**src/sv/mmu_pkg.sv**
```systemverilog
package mmu_pkg;
  localparam int unsigned OpW  = 16;
  localparam int unsigned SumW = 35;
  localparam int unsigned IdxW = 3;

  typedef enum logic [3:0] {
    CfgRows  = 4'd0,
    CfgInner = 4'd1,
    CfgCols  = 4'd2,
    CfgTrans = 4'd3
  } cfg_index_t;

  // control handed from the sequencer to every cell
  typedef struct packed {
    logic clear;
    logic acc;
  } cell_ctl_t;
endpackage

```
**src/sv/mmu_cell.sv**
```systemverilog
module mmu_cell import mmu_pkg::*; (
  input  logic                   clk,
  input  cell_ctl_t              ctl,
  input  logic signed [OpW-1:0]  a_in,
  input  logic signed [OpW-1:0]  b,
  output logic signed [OpW-1:0]  a_out,
  output logic signed [SumW-1:0] acc
);
  logic signed [2*OpW-1:0] prod;

  // pass the left operand on and multiply it by this column's operand
  always_ff @(posedge clk) begin
    a_out <= a_in;
    prod  <= a_in * b;
  end

  // accumulate one product a cycle while ctl.acc is set
  always_ff @(posedge clk) begin
    if (ctl.clear) begin
      acc <= '0;
    end else if (ctl.acc) begin
      acc <= acc + SumW'(prod);
    end
  end
endmodule

```
**config.mk**
```make
export PLATFORM = sky130hd
export DESIGN_NAME = mmu_cell
export DESIGN_NICKNAME = d
export VERILOG_FILES = /design/src/sv/mmu_pkg.sv /design/src/sv/mmu_cell.sv
export SDC_FILE = /design/constraint.sdc
export NUM_CORES = 1
export LEC_CHECK = 0
export BUFFER_PORTS_ARGS = -buffer_cell sky130_fd_sc_hd__buf_2
export CORE_MARGIN = 3
export CORE_UTILIZATION = 65
export CTS_BUF_LIST = sky130_fd_sc_hd__clkbuf_8
export DETAILED_ROUTE_END_ITERATION = 7
export PLACE_DENSITY = 0.85
export SLEW_MARGIN = 10
export SYNTH_ARGS = -nofsm -noshare
export SYNTH_HDL_FRONTEND = slang
export SYNTH_SLANG_ARGS = --single-unit
```
**constraint.sdc**
```tcl
create_clock -name clk -period 12.9 [get_ports clk]
set_input_delay 1.935 -clock clk [delete_from_list [all_inputs] [get_ports clk]]
set_output_delay 1.935 -clock clk [all_outputs]
set_load 0.02 [all_outputs]
```
==> flow_metrics.py <==
metrics = {
    "layout": {
        "drive_gt1_share_pct": 7.26,
        "multiInputGateArea_um2": 10600,
        "regArea_um2": 1660,
        "area_growth_pct": 5.97,
        "n_fill_cell": 1522,
        "layout.nets": 1966,
    },
    "cts": {
        "clock-sinks": 83,
        "insertion_delay_ps": 390,
        "clk_pin_slew_ps": 90,
        "cts_setup_buffers": 0,
        "cts_resized": 0,
        "cts_buffers": 9,
        "clockBufferDepth": 2,
        "cts_tree": "done",
        "postCtsHoldBufs": 0,
        "root_buffer": "clkbuf_8",
        "htree_levels": 3,
    },
    "placement": {
        "numPortBuffers": 85,
        "hpwlAfterDp_um": 24900,
        "place_congestion": 0.918,
    },
    "yosys": {
        "synthArstFlopShare_pct": 0,
        "netlist_top_cells_area": "fa_1, dfxtp_1, ha_1, inv_1, and2_1",
        "ys_types": 60,
        "synth_top_cell_area_share_pct": 38.8,
        "ys_seq_area_share_pct": 12.2,
        "netlist_instances": 1498,
        "yosys-top-cells-count": "inv_1, fa_1, nand2_1",
        "ys_ff_latch": 83,
        "synth_enable_flop_cells": 0,
        "yosys.area.top_type": "fa_1",
        "synth.avg_cell_area_um2": 9.06,
        "synth_nets": 1912,
        "ys.warnings.count": 0,
        "synth.most_common_cell": "inv_1",
        "synth_ff_type": "dfxtp_1",
        "synth_area_um2": 13600,
    },
    "setup_path": {
        "r2r_setup_slack_ps": 9750,
        "worstPathMaxFanout": 16,
        "reg2regPathDepth": 10,
        "critPathArrivalTime_ps": 8090,
        "rr_startpoint": "acc[13]$_SDFFE_PP0P_",
        "crit_end": "prod[31]$_DFF_P_",
        "r2r-end": "acc[34]$_SDFFE_PP0P_",
        "crit_path_end_kind": "flop",
        "critPathLaunchType": "primary input",
        "required_ps": 13200,
        "setup.worst_path.start": "b[2]",
        "path_class": "primary input to flop",
    },
    "floorplan": {
        "row_count": 52,
        "ios": 86,
        "die_w_um": 151,
        "die_area_um2": 22700,
        "initial_core_util_pct": 66.7,
        "die_h_um": 151,
        "core-area_um2": 20400,
    },
    "drt": {
        "wl_per_cell_um": 16.6,
        "via_per_inst": 5.67,
        "first_pass_iters": 6,
        "drc": 0,
        "drt.antenna.violating_nets": 0,
        "vias": 10400,
        "drtIter0Drc": 614,
        "wl_um": 30400,
    },
    "sta": {
        "max_slew_margin_pct": 45.5,
        "hold_viol_final": 0,
        "whs_ps": 503,
        "worst_pin_slew_ps": 812,
        "fmax_mhz": 128,
        "fin_skew_ps": 26.8,
        "setup_tns_ps": 0,
        "rsz0062_at_grt": "no",
        "fin_crit_ps": 7780,
        "drv_slew": 0,
        "setup_viol": 0,
        "finalCritPeriodShare_pct": 60.3,
    },
    "global_routing": {
        "grt_pass1_wl_um": 51000,
        "grt_pass1_vias": 11200,
        "grt_start_max_net_pins": 41,
        "grt_use_total_pct": 28.3,
        "grt-ovfl-total": 0,
        "antenna_found_initial": 2,
    },
    "run_status": {
        "outcome": "complete, no violations",
    },
    "worst_hold_path": {
        "min_path_type": "flop to flop",
    },
    "flow_run": {
        "drv_cap": 0,
    },
}
==> per-stage QoR <==
stage	instances	utilization [%]	setup WS [ps]	instance area, um^2
4_1_cts	1827	70.7	5210	14400
3_5_place_dp	1811	69.6	4810	14200
2_1_floorplan	1498	-	5270	13600
5_1_grt	1827	70.7	4690	14400
3_3_place_gp	1811	69.6	5050	14200
6_report	1828	70.7	5120	14400
==> registers in the layout, summed over array words and instances, names as in the netlist <==
| register | count |
|---|---|
| acc | 35 |
| prod | 32 |
| a_out | 16 |
==> placed cells by master, fill, tap and decap left out, types with 4 or more instances in the layout <==
| cell type | instances |
|---|---|
| a211oi_1 | 12 |
| and2_1 | 123 |
| inv_1 | 319 |
| a31oi_1 | 4 |
| fa_1 | 263 |
| clkbuf_8 | 9 |
| mux2i_1 | 13 |
| and3_1 | 5 |
| nand3_1 | 10 |
| buf_2 | 85 |
| nand2_1 | 158 |
| o21ai_0 | 34 |
| o22ai_1 | 5 |
| nand2b_1 | 14 |
| xnor2_1 | 42 |
| o21a_1 | 9 |
| ha_1 | 116 |
| nor3_1 | 11 |
| a21oi_1 | 59 |
| o221ai_1 | 5 |
| dfxtp_1 | 83 |
| a21o_1 | 17 |
| nor2_1 | 83 |
| xor2_1 | 18 |
==> final cells by class <==
cell class,count,share of cell area (%)
diodes,1,0.0174
clock buffers,9,0.861
clock inverters,7,0.556
inverters,320,8.35
multi-input cells,1053,73.4
flip-flops and latches,83,11.5
well taps,270,2.35
repair buffers,85,2.96
==> layer usage <==
metal	share of wire (%)	routed length (um)	vias to the layer above	global-route usage [%]
met5	0.026	8	-	0
met4	5.1	1540	2	14.0
met3	6.2	1890	126	4.85
met1	36	10800	5146	32.3
met2	53	16100	406	51.1
li1	-	-	4687	-
==> critical path, cell delays in order <==
cell and delay, ps:
buf_2 270, nand2_1 180, fa_1 640, inv_1 140, fa_1 770, fa_1 540, fa_1 530, fa_1 540
fa_1 420, ha_1 360, a21oi_1 200, nor2_1 70, a211oi_1 280, o21ai_0 190, o21a_2 190, a2111o_1 390
a21o_1 180, a21oi_2 140, xnor2_1 120
==> worst min path at each step <==
stage                               startpoint                    to  depth (start not counted)
after CTS                 acc[33]$_SDFFE_PP0P_  acc[33]$_SDFFE_PP0P_                          2
after global routing       acc[9]$_SDFFE_PP0P_   acc[9]$_SDFFE_PP0P_                          2
final                     acc[33]$_SDFFE_PP0P_  acc[33]$_SDFFE_PP0P_                          2
after global placement    acc[31]$_SDFFE_PP0P_  acc[31]$_SDFFE_PP0P_                          2
after floorplan                prod[0]$_DFF_P_   acc[0]$_SDFFE_PP0P_                          3
after detailed placement  acc[31]$_SDFFE_PP0P_  acc[31]$_SDFFE_PP0P_                          2
==> logic make-up (layout without fill, tap and decap cells) <==
group,Yosys count,count (layout),synth area share [%]
xor+xnor,60,60,3.87
mux,14,14,1.04
other cells,0,1,0
buf+inv,362,421,10.0
simple gates,420,420,14.8
fa+ha+maj,379,379,49.5
compound gates,180,180,8.62
flops,83,83,12.2
Power is left out: the tool's default activity adds up to more than one toggle a clock period on the data nets, which glitch-free logic cannot reach.
